===== config.mk =====
export PLATFORM = sky130hd
export DESIGN_NAME = ptsn_div_cell
export DESIGN_NICKNAME = d
export VERILOG_FILES = /design/src/rtl/ptsn_pkg.sv /design/src/rtl/ptsn_div_cell.sv
export SDC_FILE = /design/constraint.sdc
export NUM_CORES = 1
export LEC_CHECK = 0
export BUFFER_PORTS_ARGS = -buffer_cell sky130_fd_sc_hd__buf_2
export CORE_AREA = 2 2 285 287
export DETAILED_ROUTE_END_ITERATION = 10
export DIE_AREA = 0 0 287 289
export MAX_ROUTING_LAYER = met4
export PLACE_DENSITY = 0.41
export RECOVER_POWER = 50
export SETUP_SLACK_MARGIN = 0.4
export SLEW_MARGIN = 20
export SYNTH_ARGS = -nofsm -noshare
export SYNTH_HDL_FRONTEND = slang
export SYNTH_SLANG_ARGS = --single-unit

===== constraint.sdc =====
create_clock -name clk_i -period 0.8 [get_ports clk_i]
set_input_delay 0.08 -clock clk_i [delete_from_list [all_inputs] [get_ports clk_i]]
set_output_delay 0.08 -clock clk_i [all_outputs]
set_load 0.01 [all_outputs]

===== src/rtl/ptsn_pkg.sv =====
// ----------------------------------------------------------------------------
// ptsn_pkg
// Types, widths and codes shared by the point-to-segment nearest pipeline.
// ----------------------------------------------------------------------------
package ptsn_pkg;

  localparam int unsigned CoordBits = 24;
  localparam int unsigned DW    = CoordBits + 1;     // coordinate difference
  localparam int unsigned PW    = 2 * DW;            // product of differences
  localparam int unsigned DapW  = PW + 1;            // signed dot product
  localparam int unsigned DabW  = PW;                // squared length
  localparam int unsigned LoW   = DW + 1;            // low slice of |dap|
  localparam int unsigned HiW   = PW - LoW;          // high slice of |dap|
  localparam int unsigned NumW  = DW + PW;           // dividend
  localparam int unsigned QB    = CoordBits + 4;     // quotient bits
  localparam int unsigned RW    = DabW + 1;          // divider remainder
  localparam int unsigned NW    = CoordBits + 4;     // unsaturated point
  localparam int unsigned SR    = NW;                // root bits
  localparam int unsigned VW    = 2 * SR;            // radicand
  localparam int unsigned SRW   = SR + 3;            // root remainder
  localparam int unsigned DistW = CoordBits + 1;

  typedef enum logic [1:0] {
    CaseInterior   = 2'd0,
    CaseClampA     = 2'd1,
    CaseClampB     = 2'd2,
    CaseDegenerate = 2'd3
  } case_e;

  typedef struct packed {
    logic signed [CoordBits-1:0] start_x;
    logic signed [CoordBits-1:0] start_y;
    logic signed [CoordBits-1:0] end_x;
    logic signed [CoordBits-1:0] end_y;
    logic signed [CoordBits-1:0] query_x;
    logic signed [CoordBits-1:0] query_y;
    logic                        clamp_to_segment;
  } in_beat_t;

  typedef struct packed {
    logic signed [CoordBits-1:0] nearest_x;
    logic signed [CoordBits-1:0] nearest_y;
    logic        [DistW-1:0]     distance;
    logic        [1:0]           case_code;
  } out_beat_t;

  typedef struct packed {
    logic signed [CoordBits-1:0] base_x;
    logic signed [CoordBits-1:0] base_y;
    logic signed [CoordBits-1:0] query_x;
    logic signed [CoordBits-1:0] query_y;
    logic                        neg_x;
    logic                        neg_y;
    case_e                       code;
  } side_t;

  typedef struct packed {
    logic [RW-1:0] rem;
    logic [QB-1:0] low;
    logic [QB-1:0] quo;
  } div_lane_t;

  typedef struct packed {
    div_lane_t       x;
    div_lane_t       y;
    logic [DabW-1:0] dab;
    side_t           side;
  } div_stage_t;

  typedef struct packed {
    logic        [SRW-1:0] rem;
    logic        [SR-1:0]  root;
    logic        [VW-1:0]  rad;
    logic signed [NW-1:0]  nx;
    logic signed [NW-1:0]  ny;
    case_e                 code;
  } sqrt_stage_t;

endpackage


===== src/rtl/ptsn_div_cell.sv =====
// ----------------------------------------------------------------------------
// ptsn_div_cell
// One restoring division step for both coordinate lanes.
// ----------------------------------------------------------------------------
module ptsn_div_cell import ptsn_pkg::*; (
  input  logic       clk_i,
  input  logic       rst_ni,
  input  logic       en_i,
  input  logic       valid_i,
  input  div_stage_t stage_i,
  output logic       valid_o,
  output div_stage_t stage_o
);

  div_stage_t stage_d, stage_q;
  logic       valid_q;

  function automatic div_lane_t step(div_lane_t l, logic [DabW-1:0] dab);
    div_lane_t     r;
    logic [RW-1:0] t;
    logic [RW-1:0] den;
    den = {1'b0, dab};
    t   = {l.rem[RW-2:0], l.low[QB-1]};
    r.low = {l.low[QB-2:0], 1'b0};
    if (t >= den) begin
      r.rem = t - den;
      r.quo = {l.quo[QB-2:0], 1'b1};
    end else begin
      r.rem = t;
      r.quo = {l.quo[QB-2:0], 1'b0};
    end
    return r;
  endfunction

  always_comb begin
    stage_d      = stage_i;
    stage_d.x    = step(stage_i.x, stage_i.dab);
    stage_d.y    = step(stage_i.y, stage_i.dab);
  end

  always_ff @(posedge clk_i or negedge rst_ni) begin
    if (!rst_ni) begin
      valid_q <= 1'b0;
    end else if (en_i) begin
      valid_q <= valid_i;
    end
  end

  always_ff @(posedge clk_i) begin
    if (en_i) begin
      stage_q <= stage_d;
    end
  end

  assign valid_o = valid_q;
  assign stage_o = stage_q;

endmodule


* Yosys cells after proc, flatten, opt, wreduce, memory -nomap -nowiden
Index checks and enable logic that the tools add are counted.
** Storage, ports and cells
- Logic and storage cells :: 23
- Register bits :: 363
- Output and inout port bits :: 365
- Bits of input ports :: 368
** Operators by class
- $add $sub $neg :: 2
- Mux-type cells :: 4
- Order comparisons :: 2
** Operators with widths (number)
- $ge 51x50->1 :: 2
- $mux 51 :: 2
- $sub 51x50->51 :: 2
- $mux 1 :: 2

* Logic depth before layout (Yosys ltp)
- Depth after elaboration :: 2
- Depth in mapped cells :: 16
- Depth with buffers taken out :: 14

* Worst setup path after synthesis
OpenSTA, ideal clock, no wires.
- Kind :: input-to-reg
- Start point :: input port stage_i[312] in the netlist's numbering
- End point :: register stage_q, in the netlist stage_o[349] (data pin)
- Data required time :: 0.533 ns
- Buffers on the path :: 0
- Library setup time :: 0.267 ns
- Stages on the path :: 14
- Slack :: -2.225 ns
- Data arrival time :: 2.759 ns
- Path through :: inv_1 ha_1 inv_1 fa_1 a211oi_1 o21ai_0 a21oi_1 o22ai_1 a21boi_0 o21ai_0 a221oi_1 o21ai_0 xnor2_1 o21ai_0
** RTL lines
- from (decl) :: RTL line ptsn_div_cell.sv:10 : input div_stage_t stage_i,
- to (signal assigned) :: RTL line ptsn_div_cell.sv:51 : stage_q <= stage_d;
- to (decl) :: RTL line ptsn_div_cell.sv:15 : div_stage_t stage_d, stage_q;

==> results.json <==
{
  "skew_ns": 0,
  "fillers": 7783,
  "status": "finished with violations",
  "p_per_area_nw_per_um2": 1912,
  "clk_pin_slew_ns": 0.06,
  "cp_slowest_cell": "a221o_1",
  "ys_warn_count": 0,
  "routed_wl_um": 90060,
  "syn_to_final_growth_pct": 82.51,
  "wire_per_inst_um": 22.22,
  "clkSinkCount": 363,
  "maxCapViolCount": 0,
  "min_period_ns": 2.742,
  "placed_area_um2": 26460,
  "syn_area_um2": 17970,
  "root_buffer": "clkbuf_16",
  "die-area_um2": 82940,
  "critPathTopFamily": "compound AO/OA/AOI/OAI gates",
  "min_path_type": "in2reg",
  "finalNonFillerCells": 4054,
  "synthTopCellsByArea": "edfxtp_1, ha_1, a21oi_1",
  "tritoncts": "built",
  "seqPwrFrac_pct": 38.5,
  "start_util_pct": 22.50,
  "dp_cells": 3652,
  "max_freq_mhz": 364.7,
  "postSynthCellCount": 1463,
  "crit_buf_inv": 7,
  "crit_type": "in2reg",
  "ctsHoldBuffers": 248,
  "vias": 17880,
  "die_y_um": 289,
  "firstDrtPassIters": 4,
  "vdd_drop_max_uv": 1730,
  "antenna_found_initial": 12,
  "grt_usage_pct": 21.29,
  "synth_most_common_cell": "edfxtp_1",
  "overflow": 0,
  "htree_levels": 2,
  "synth_cell_types": 72,
  "yosys.area.top_type": "edfxtp_1",
  "crit_fanout": 6,
  "worst_pin_slew_ns": 0.5989,
  "utilization_pct": 41.06,
  "worstPathCellList": "buf_8, clkinvlp_4, ha_4, nor2b_4, o31a_1, o211ai_4, a31oi_4, o21ai_1, buf_4, a21oi_4, a221o_1, a211oi_4, clkinv_4, buf_12, buf_8, clkbuf_16, nor2_4, a21oi_2",
  "setup_viol": 476,
  "power.switching_mw": 18.84,
  "synth_edf_count": 362,
  "cpPeakStageDelay_ns": 0.38,
  "timing.setup.tns_ns": -330.67,
  "cpMostUsedCell": "buf_8",
  "required_ns": 1.14,
  "yosysSeqAreaShare_pct": 60.62,
  "ys_seq_elements": 363,
  "synth_top_flop_cell": "edfxtp_1",
  "post-route-period-util_pct": 342.7,
  "chipWidth_um": 287,
  "arrival_ns": 3.08,
  "dp_hpwl_um": 69730,
  "p_total_mw": 62.72,
  "synthTopCellsByCount": "edfxtp_1, a21oi_1, nand2_1",
  "gp_congestion": 0.9060,
  "slew_headroom_pct": 59.65,
  "avgSynthCellArea_um2": 12.29,
  "ant_nets": 0,
  "rows": 104,
  "grt_pass1_vias": 18630,
  "timing.hold.ws_ns": -0.2717,
  "rsz0062_at_grt": "true",
  "maxSlewViolCount": 0,
  "synth.top_cell.area_share_pct": 60.48,
  "end_kind": "register",
  "pwr-share-comb_pct": 30.6,
  "hold_viol": 108,
  "preCtsSetupSlack_ns": -2.681,
  "grt_max_degree": 53,
  "core_um2": 79900,
  "p_int_mw": 43.88,
  "nNetsFinal": 3420,
  "p_sw_share_pct": 30.03,
  "ios": 733,
  "drc": 0,
  "setup_slack_ns": -1.942,
  "p_leak_nw": 14.57,
  "synthArstFlopShare_pct": 0.2755,
  "clock_path_buffers": 3,
  "clockPowerShare_pct": 30.9,
  "final_cell_area_um2": 32800,
  "grt_pass1_wl_um": 125700,
  "drive_gt1_share_pct": 50.85,
  "critPathLaunchType": "primary input",
  "cts_buffers": 45,
  "drt_iter0_drc": 852,
  "vias_per_cell": 4.411,
  "violations": "negative hold slack, negative setup slack",
  "io_buffers": 726,
  "clkLatencyLatePin_ns": 0.58
}
## flip-flops by register name (all words and copies together), names as in the netlist
signal   cells
stage_o    362
valid_o      1
## final cells by class
type                       count  area, um^2  share of cell area (%)
antenna                       11       27.53                 0.08392
clock inverter                26       177.7                  0.5416
tap                         1060        1326                   4.043
timing repair buffer        1490       11190                   34.11
clock buffer                  54        1181                   3.601
inverter                      77       305.3                  0.9307
multi-input combinational    973        7700                   23.47
sequential                   363       10900                   33.21
## kinds of logic after synthesis
family	synth area share, %
muxes	1.323
buffers and inverters	3.167
and+or+nand+nor	8.646
AOI/OAI and AO/OA	14.75
other	0.02086
DFF	60.62
adders and majority gates	7.184
xor gates and xnor gates	4.288
## power by group through the flow
stage / clock [mW] / combinational, mW / sequential [mW]
floorplan: 0 / 5.50 / 25.3
global placement: 0 / 15.2 / 24.4
detailed placement: 0 / 15.1 / 24.4
CTS: 20.0 / 18.7 / 24.2
global route: 20.6 / 20.6 / 24.3
finish: 19.4 / 19.2 / 24.2
## layer usage
| metal | up-vias | GRT usage [%] | wire (um) |
|---|---|---|---|
| li1 | 8504 | - | - |
| met1 | 8760 | 24.44 | 36240 |
| met2 | 509 | 37.75 | 46340 |
| met3 | 109 | 3.559 | 4539 |
| met4 | 0 | 6.706 | 2952 |
| met5 | - | - | 0 |
## cell usage in the layout (no fill, tap or decap), types with 44 or more instances in the layout
master	count
edfxtp_1	362
a21oi_1	110
nor2_1	90
ha_1	85
nand2_1	84
dlygate4sd3_1	248
buf_4	435
buf_6	109
o21ai_0	44
a21o_1	48
xnor2_1	49
buf_2	633
clkbuf_16	47
inv_1	65
## final timing paths
path / from / end / slack [ns] / cells after the start
max in group asynchronous: rst_ni / valid_o / 0.79 / 2
hold / removal: valid_i / valid_o / -0.27 / 2
setup / recovery: stage_i[101] / stage_o[225] / -1.94 / 18
min in group asynchronous: rst_ni / valid_o / -0.15 / 2
hold reg to reg: valid_o / valid_o / 0.54 / 1
setup reg to reg: valid_o / valid_o / 0.04 / 1
## what timing repair did
item                                   4_1_cts  5_1_grt
setup buffers                               37       13
setup endpoints to repair                  468      542
gates resized for setup                    329      122
cloned                                      12        1
endpoints found under the hold margin      367      114
pin swaps                                   78       45
(Power assumes the default switching activity.)
