==> src/rtl/ptsn_pkg.sv <==
// ----------------------------------------------------------------------------
// ptsn_pkg
// Types, widths and codes shared by the point-to-segment nearest pipeline.
// ----------------------------------------------------------------------------
package ptsn_pkg;

  localparam int unsigned CoordBits = 24;
  localparam int unsigned DW    = CoordBits + 1;     // coordinate difference
  localparam int unsigned PW    = 2 * DW;            // product of differences
  localparam int unsigned DapW  = PW + 1;            // signed dot product
  localparam int unsigned DabW  = PW;                // squared length
  localparam int unsigned LoW   = DW + 1;            // low slice of |dap|
  localparam int unsigned HiW   = PW - LoW;          // high slice of |dap|
  localparam int unsigned NumW  = DW + PW;           // dividend
  localparam int unsigned QB    = CoordBits + 4;     // quotient bits
  localparam int unsigned RW    = DabW + 1;          // divider remainder
  localparam int unsigned NW    = CoordBits + 4;     // unsaturated point
  localparam int unsigned SR    = NW;                // root bits
  localparam int unsigned VW    = 2 * SR;            // radicand
  localparam int unsigned SRW   = SR + 3;            // root remainder
  localparam int unsigned DistW = CoordBits + 1;

  typedef enum logic [1:0] {
    CaseInterior   = 2'd0,
    CaseClampA     = 2'd1,
    CaseClampB     = 2'd2,
    CaseDegenerate = 2'd3
  } case_e;

  typedef struct packed {
    logic signed [CoordBits-1:0] start_x;
    logic signed [CoordBits-1:0] start_y;
    logic signed [CoordBits-1:0] end_x;
    logic signed [CoordBits-1:0] end_y;
    logic signed [CoordBits-1:0] query_x;
    logic signed [CoordBits-1:0] query_y;
    logic                        clamp_to_segment;
  } in_beat_t;

  typedef struct packed {
    logic signed [CoordBits-1:0] nearest_x;
    logic signed [CoordBits-1:0] nearest_y;
    logic        [DistW-1:0]     distance;
    logic        [1:0]           case_code;
  } out_beat_t;

  typedef struct packed {
    logic signed [CoordBits-1:0] base_x;
    logic signed [CoordBits-1:0] base_y;
    logic signed [CoordBits-1:0] query_x;
    logic signed [CoordBits-1:0] query_y;
    logic                        neg_x;
    logic                        neg_y;
    case_e                       code;
  } side_t;

  typedef struct packed {
    logic [RW-1:0] rem;
    logic [QB-1:0] low;
    logic [QB-1:0] quo;
  } div_lane_t;

  typedef struct packed {
    div_lane_t       x;
    div_lane_t       y;
    logic [DabW-1:0] dab;
    side_t           side;
  } div_stage_t;

  typedef struct packed {
    logic        [SRW-1:0] rem;
    logic        [SR-1:0]  root;
    logic        [VW-1:0]  rad;
    logic signed [NW-1:0]  nx;
    logic signed [NW-1:0]  ny;
    case_e                 code;
  } sqrt_stage_t;

endpackage

==> src/rtl/ptsn_sqrt_cell.sv <==
// ----------------------------------------------------------------------------
// ptsn_sqrt_cell
// One digit-by-digit square root step: two radicand bits in, one root bit out.
// ----------------------------------------------------------------------------
module ptsn_sqrt_cell import ptsn_pkg::*; (
  input  logic        clk_i,
  input  logic        rst_ni,
  input  logic        en_i,
  input  logic        valid_i,
  input  sqrt_stage_t stage_i,
  output logic        valid_o,
  output sqrt_stage_t stage_o
);

  sqrt_stage_t stage_d, stage_q;
  logic        valid_q;

  always_comb begin
    logic [SRW-1:0] t;
    logic [SRW-1:0] trial;
    t       = {stage_i.rem[SRW-3:0], stage_i.rad[VW-1:VW-2]};
    trial   = {1'b0, stage_i.root, 2'b01};
    stage_d = stage_i;
    stage_d.rad = {stage_i.rad[VW-3:0], 2'b00};
    if (t >= trial) begin
      stage_d.rem  = t - trial;
      stage_d.root = {stage_i.root[SR-2:0], 1'b1};
    end else begin
      stage_d.rem  = t;
      stage_d.root = {stage_i.root[SR-2:0], 1'b0};
    end
  end

  always_ff @(posedge clk_i or negedge rst_ni) begin
    if (!rst_ni) begin
      valid_q <= 1'b0;
    end else if (en_i) begin
      valid_q <= valid_i;
    end
  end

  always_ff @(posedge clk_i) begin
    if (en_i) begin
      stage_q <= stage_d;
    end
  end

  assign valid_o = valid_q;
  assign stage_o = stage_q;

endmodule

==> config.mk <==
export PLATFORM = sky130hd
export DESIGN_NAME = ptsn_sqrt_cell
export DESIGN_NICKNAME = d
export VERILOG_FILES = /design/src/rtl/ptsn_pkg.sv /design/src/rtl/ptsn_sqrt_cell.sv
export SDC_FILE = /design/constraint.sdc
export NUM_CORES = 1
export LEC_CHECK = 0
export BUFFER_PORTS_ARGS = -buffer_cell sky130_fd_sc_hd__buf_4
export CORE_AREA = 8 8 132 134
export CTS_BUF_LIST = sky130_fd_sc_hd__clkbuf_8
export CTS_CLUSTER_SIZE = 16
export DETAILED_ROUTE_END_ITERATION = 8
export DIE_AREA = 0 0 140 142
export PLACE_DENSITY = 0.9
export SLEW_MARGIN = 20
export SYNTH_ARGS = -nofsm -noshare
export SYNTH_HDL_FRONTEND = slang
export SYNTH_SLANG_ARGS = --single-unit
==> constraint.sdc <==
create_clock -name clk_i -period 2.6 [get_ports clk_i]
set_clock_uncertainty 0.2 [all_clocks]
set_input_delay 0.13 -clock clk_i [delete_from_list [all_inputs] [get_ports clk_i]]
set_output_delay 0.13 -clock clk_i [all_outputs]
set_load 0.1 [all_outputs]
## Word-level counts from Yosys, hierarchy flattened

Cells that the tools add are included.

- Flip-flop bits (word level): 172
- Input port bits: 177
- Output and inout port bits: 174

- Add/sub/neg operators: 1
- Order comparisons: 1
- Multiplexer cells: 1

Operators with widths:

| operator | count |
|---|---|
| 2-to-1 mux 59 bit | 1 |
| greater-or-equal comparator 31 x 30 -> 1 bit | 1 |
| subtractor 31 x 30 -> 31 bit | 1 |

## Longest topological paths before layout

- Word-level depth: 2
- Depth in mapped cells: 13

## Worst setup path after synthesis

Ideal clock, no wire load.

- Path kind: input to register
- From: in stage_i[120] in the netlist's numbering
- To: reg stage_q (netlist bit stage_o[154]) (data pin)
- Arrival time: 1.906 ns
- Slack: 0.232 ns
- Stages on the path: 13
- Buffers on the path: 3
- Cell sequence: inv_1 > ha_1 > buf_2 > a21oi_1 > o21ai_1 > a21oi_1 > a21o_1 > o21a_1 > o211a_1 > buf_6 > buf_6 > nand2_1 > o31ai_2

RTL lines:

| element | RTL line | text |
|---|---|---|
| start, declared | ptsn_sqrt_cell.sv:10 | `input sqrt_stage_t stage_i,` |
| end signal, assigned | ptsn_sqrt_cell.sv:44 | `stage_q <= stage_d;` |
| end, declared | ptsn_sqrt_cell.sv:15 | `sqrt_stage_t stage_d, stage_q;` |

==> impl_metrics.tcl <==
set metrics [dict create \
    status "finished, violations left" \
    violations "setup timing" \
    path_cells "dlygate4sd3_1 -> buf_4 -> inv_1 -> ha_1 -> nor2b_1 -> o21ai_1 -> a211oi_1 -> buf_4 -> o21bai_2 -> a21boi_2 -> o21a_1 -> nor3_2 -> o31ai_2" \
    h-tree-depth 4 \
    grt_max_degree 72 \
    core.rowCount 46 \
    p_int_mw 5.29 \
    arrival_ps 2700 \
    drtAntennaViolNets 0 \
    dieArea_um2 19900 \
    n_fill_cell 750 \
    min_to "stage_o[144]" \
    holdWs_ps 59.3 \
    p_per_area_nw_per_um2 730 \
    clkTransAtPathRegs_ps 100 \
    area_delta_synth_final_pct 72.6 \
    hold_violations 0 \
    synthFlopType "edfxtp_1" \
    overflow 0 \
    core_area_um2 15400 \
    criticalPathCategory "in -> reg" \
    syn_avg_cell_area_um2 14.3 \
    gp_congestion 0.959 \
    first_pass_iters 6 \
    r2r-start "valid_o" \
    synth-seq-cells 172 \
    max_stage_delay_ps 530 \
    finalSetupViolCount 1 \
    critPathSlowestCell "dlygate4sd3_1" \
    multi_input_area_um2 1980 \
    rrSetupSlack_ps 1580 \
    numCtsBuffers 17 \
    leakage_nw 5.51 \
    setup_tns_ps -5.66 \
    regToRegEndpoint "valid_o" \
    rsz0062_at_grt "yes" \
    r2r_cells 1 \
    setup_ws_ps -5.66 \
    grt_pass1_wl_mm 49.7 \
    p_sw_mw 3.94 \
    first_global_vias 7441 \
    required_ps 2690 \
    switching_share_pct 42.7 \
    maxSlewViolCount 0 \
    cts_tree "done" \
    hold_depth 4 \
    synth_area_leaders "edfxtp_1, ha_1, nand2_1" \
    postSynthCellCount 511 \
    portBuffers 346 \
    via_per_inst 5.78 \
    clock_latency_ps 470 \
    combPwrFrac_pct 38.7 \
    dp_hpwl_mm 20.4 \
    finalPower_mw 9.23 \
    drc 0 \
    fp.dieH_um 142 \
    fin_crit_sh_pct 100 \
    start_kind "input pin" \
    ys_seq_area_share_pct 70.5 \
    ys_async_sr_fraction_pct 0.581 \
    ioPinCount 351 \
    end_kind "flip-flop" \
    max-cap-violations 0 \
    critPathTopFamily "compound AO/OA/AOI/OAI gates" \
    fin_crit_ps 2610 \
    critPathMaxFanout 5 \
    layout-drive-gt1-share_pct 40.4 \
    wl_per_cell_um 27.3 \
    peakVddDrop_mv 0.379 \
    die_x_um 140 \
    cp-startpoint "stage_i[112]" \
    max_slew_margin_pct 50.7 \
    cts.sinks 172 \
    synth_edf_count 171 \
    yosysUniqueCellTypes 54 \
    wl_mm 34.8 \
    drtIter0Drc 882 \
    max_freq_ghz 0.384 \
    layout.nets 1276 \
    hold_start "stage_i[142]" \
    synth.largest_area_cell "edfxtp_1" \
    pwr-share-clk_pct 23.7 \
    root_buffer "clkbuf_8" \
    vias 7368 \
    path_common_cell "buf_4" \
    antenna_found_initial 1 \
    grt.total_usage_pct 34.3 \
    ff_latch_area_um2 5160 \
    min_path_type "in -> reg" \
    start_util_pct 47.5 \
    ctsLongestPathBuffers 2 \
    power_frac_seq_pct 37.6 \
    synth_top_area_share_pct 70.1 \
    synth_area_um2 7320 \
    path_buf_inv 4 \
    synth_warnings 0 \
    tightest_slew_ps 739 \
]
-- stage by stage --
step | utilization, % | cell area (µm²) | cells | setup slack, ps
3_3_place_gp | 67.3 | 10400 | 1067 | 14.3
5_1_grt | 81.9 | 12600 | 1274 | -76.8
3_5_place_dp | 67.3 | 10400 | 1067 | -75.6
4_1_cts | 81.4 | 12600 | 1273 | 29.7
6_report | 81.9 | 12600 | 1275 | -5.66
2_1_floorplan | - | 7330 | 512 | 232
-- layer usage --
| metal | GRT usage [%] | routed length (µm) | up-vias |
|---|---|---|---|
| li1 | - | - | 3025 |
| met1 | 39.1 | 12200 | 3557 |
| met2 | 57.5 | 16700 | 614 |
| met3 | 10.2 | 3380 | 170 |
| met4 | 18.6 | 2500 | 2 |
| met5 | 0 | 13 | - |
-- power groups by stage --
| stage | combinational (mW) | clock [mW] | sequential [mW] |
|---|---|---|---|
| floorplan | 0.460 | 0 | 5.33 |
| global placement | 3.17 | 0 | 3.48 |
| detailed placement | 3.21 | 0 | 3.49 |
| CTS | 3.44 | 2.09 | 3.43 |
| global route | 3.65 | 2.29 | 3.48 |
| finish | 3.57 | 2.19 | 3.47 |
-- synth_stat cells (6+ instances only) --
library cell	number
xor2_1	12
o21ai_1	16
nor2_1	14
a21oi_1	23
o21a_1	6
clkbuf_1	8
xnor2_1	12
o21ai_0	23
inv_1	38
nand2_1	46
nand4_1	9
o21bai_1	7
a21o_1	16
edfxtp_1	171
ha_1	30
-- cells by family after synthesis --
kind of cell	synth area share, %
other cells	0.0512
mux	0.427
flops	70.5
xor+xnor	2.87
fa+ha+maj	5.13
buf+inv	3.43
compound gates	11.4
simple gates	6.19
-- area by class of cell --
| cell class | instances | area share, % |
|---|---|---|
| clock buffers | 17 | 1.85 |
| flip-flops and latches | 172 | 40.8 |
| clock inverters | 15 | 1.65 |
| diodes | 1 | 0.0198 |
| inverters | 38 | 1.13 |
| multi-input cells | 283 | 15.7 |
| repair buffers | 557 | 37.0 |
| well taps | 192 | 1.90 |
-- cell usage in the layout, fill, tap and decap left out, drive strengths merged, types with 2 or more instances in the layout --
master / synthesis / layout
o31ai: 5 / 5
a31oi: 5 / 5
and4: 2 / 2
mux2i: 2 / 2
nor2b: 4 / 4
a211oi: 6 / 6
o21bai: 7 / 7
xor2: 12 / 12
ha: 30 / 30
edfxtp: 171 / 171
conb: 1 / 2
nand4: 9 / 9
nand2: 47 / 47
nand2b: 3 / 3
bufinv: 0 / 3
inv: 38 / 45
nor3: 4 / 4
o211ai: 5 / 5
a21o: 16 / 16
xnor2: 12 / 12
a21boi: 3 / 3
o21ai: 39 / 39
a21oi: 24 / 24
and2: 5 / 5
nor4: 2 / 2
nand3: 4 / 4
nor2: 14 / 14
dlygate4sd3: 0 / 174
o21a: 6 / 6
clkbuf: 9 / 17
clkinv: 0 / 4
and3: 2 / 2
buf: 10 / 383
-- how the worst max path moves through the flow --
stage,cells after the start,endpoint,slack [ps]
6_report,13,stage_o[156],-6
5_1_grt,13,stage_o[156],-80
4_1_cts,13,stage_o[170],30
3_5_place_dp,12,stage_o[170],-80
3_3_place_gp,12,stage_o[168],10
2_1_floorplan,13,stage_o[154],230
-- flip-flops by register name (all words and copies together), names as in the netlist --
name and count:
valid_o 1, stage_o 171
-- timing repair --
| item | in CTS | in global routing |
|---|---|---|
| endpoints found under the setup margin | 0 | 29 |
| buffers inserted | 0 | 1 |
| gates resized for setup | 0 | 19 |
| hold buffers | 174 | 0 |
| endpoints found under the hold margin | 225 | 0 |
No activity file was read; power rests on OpenSTA's default activity.
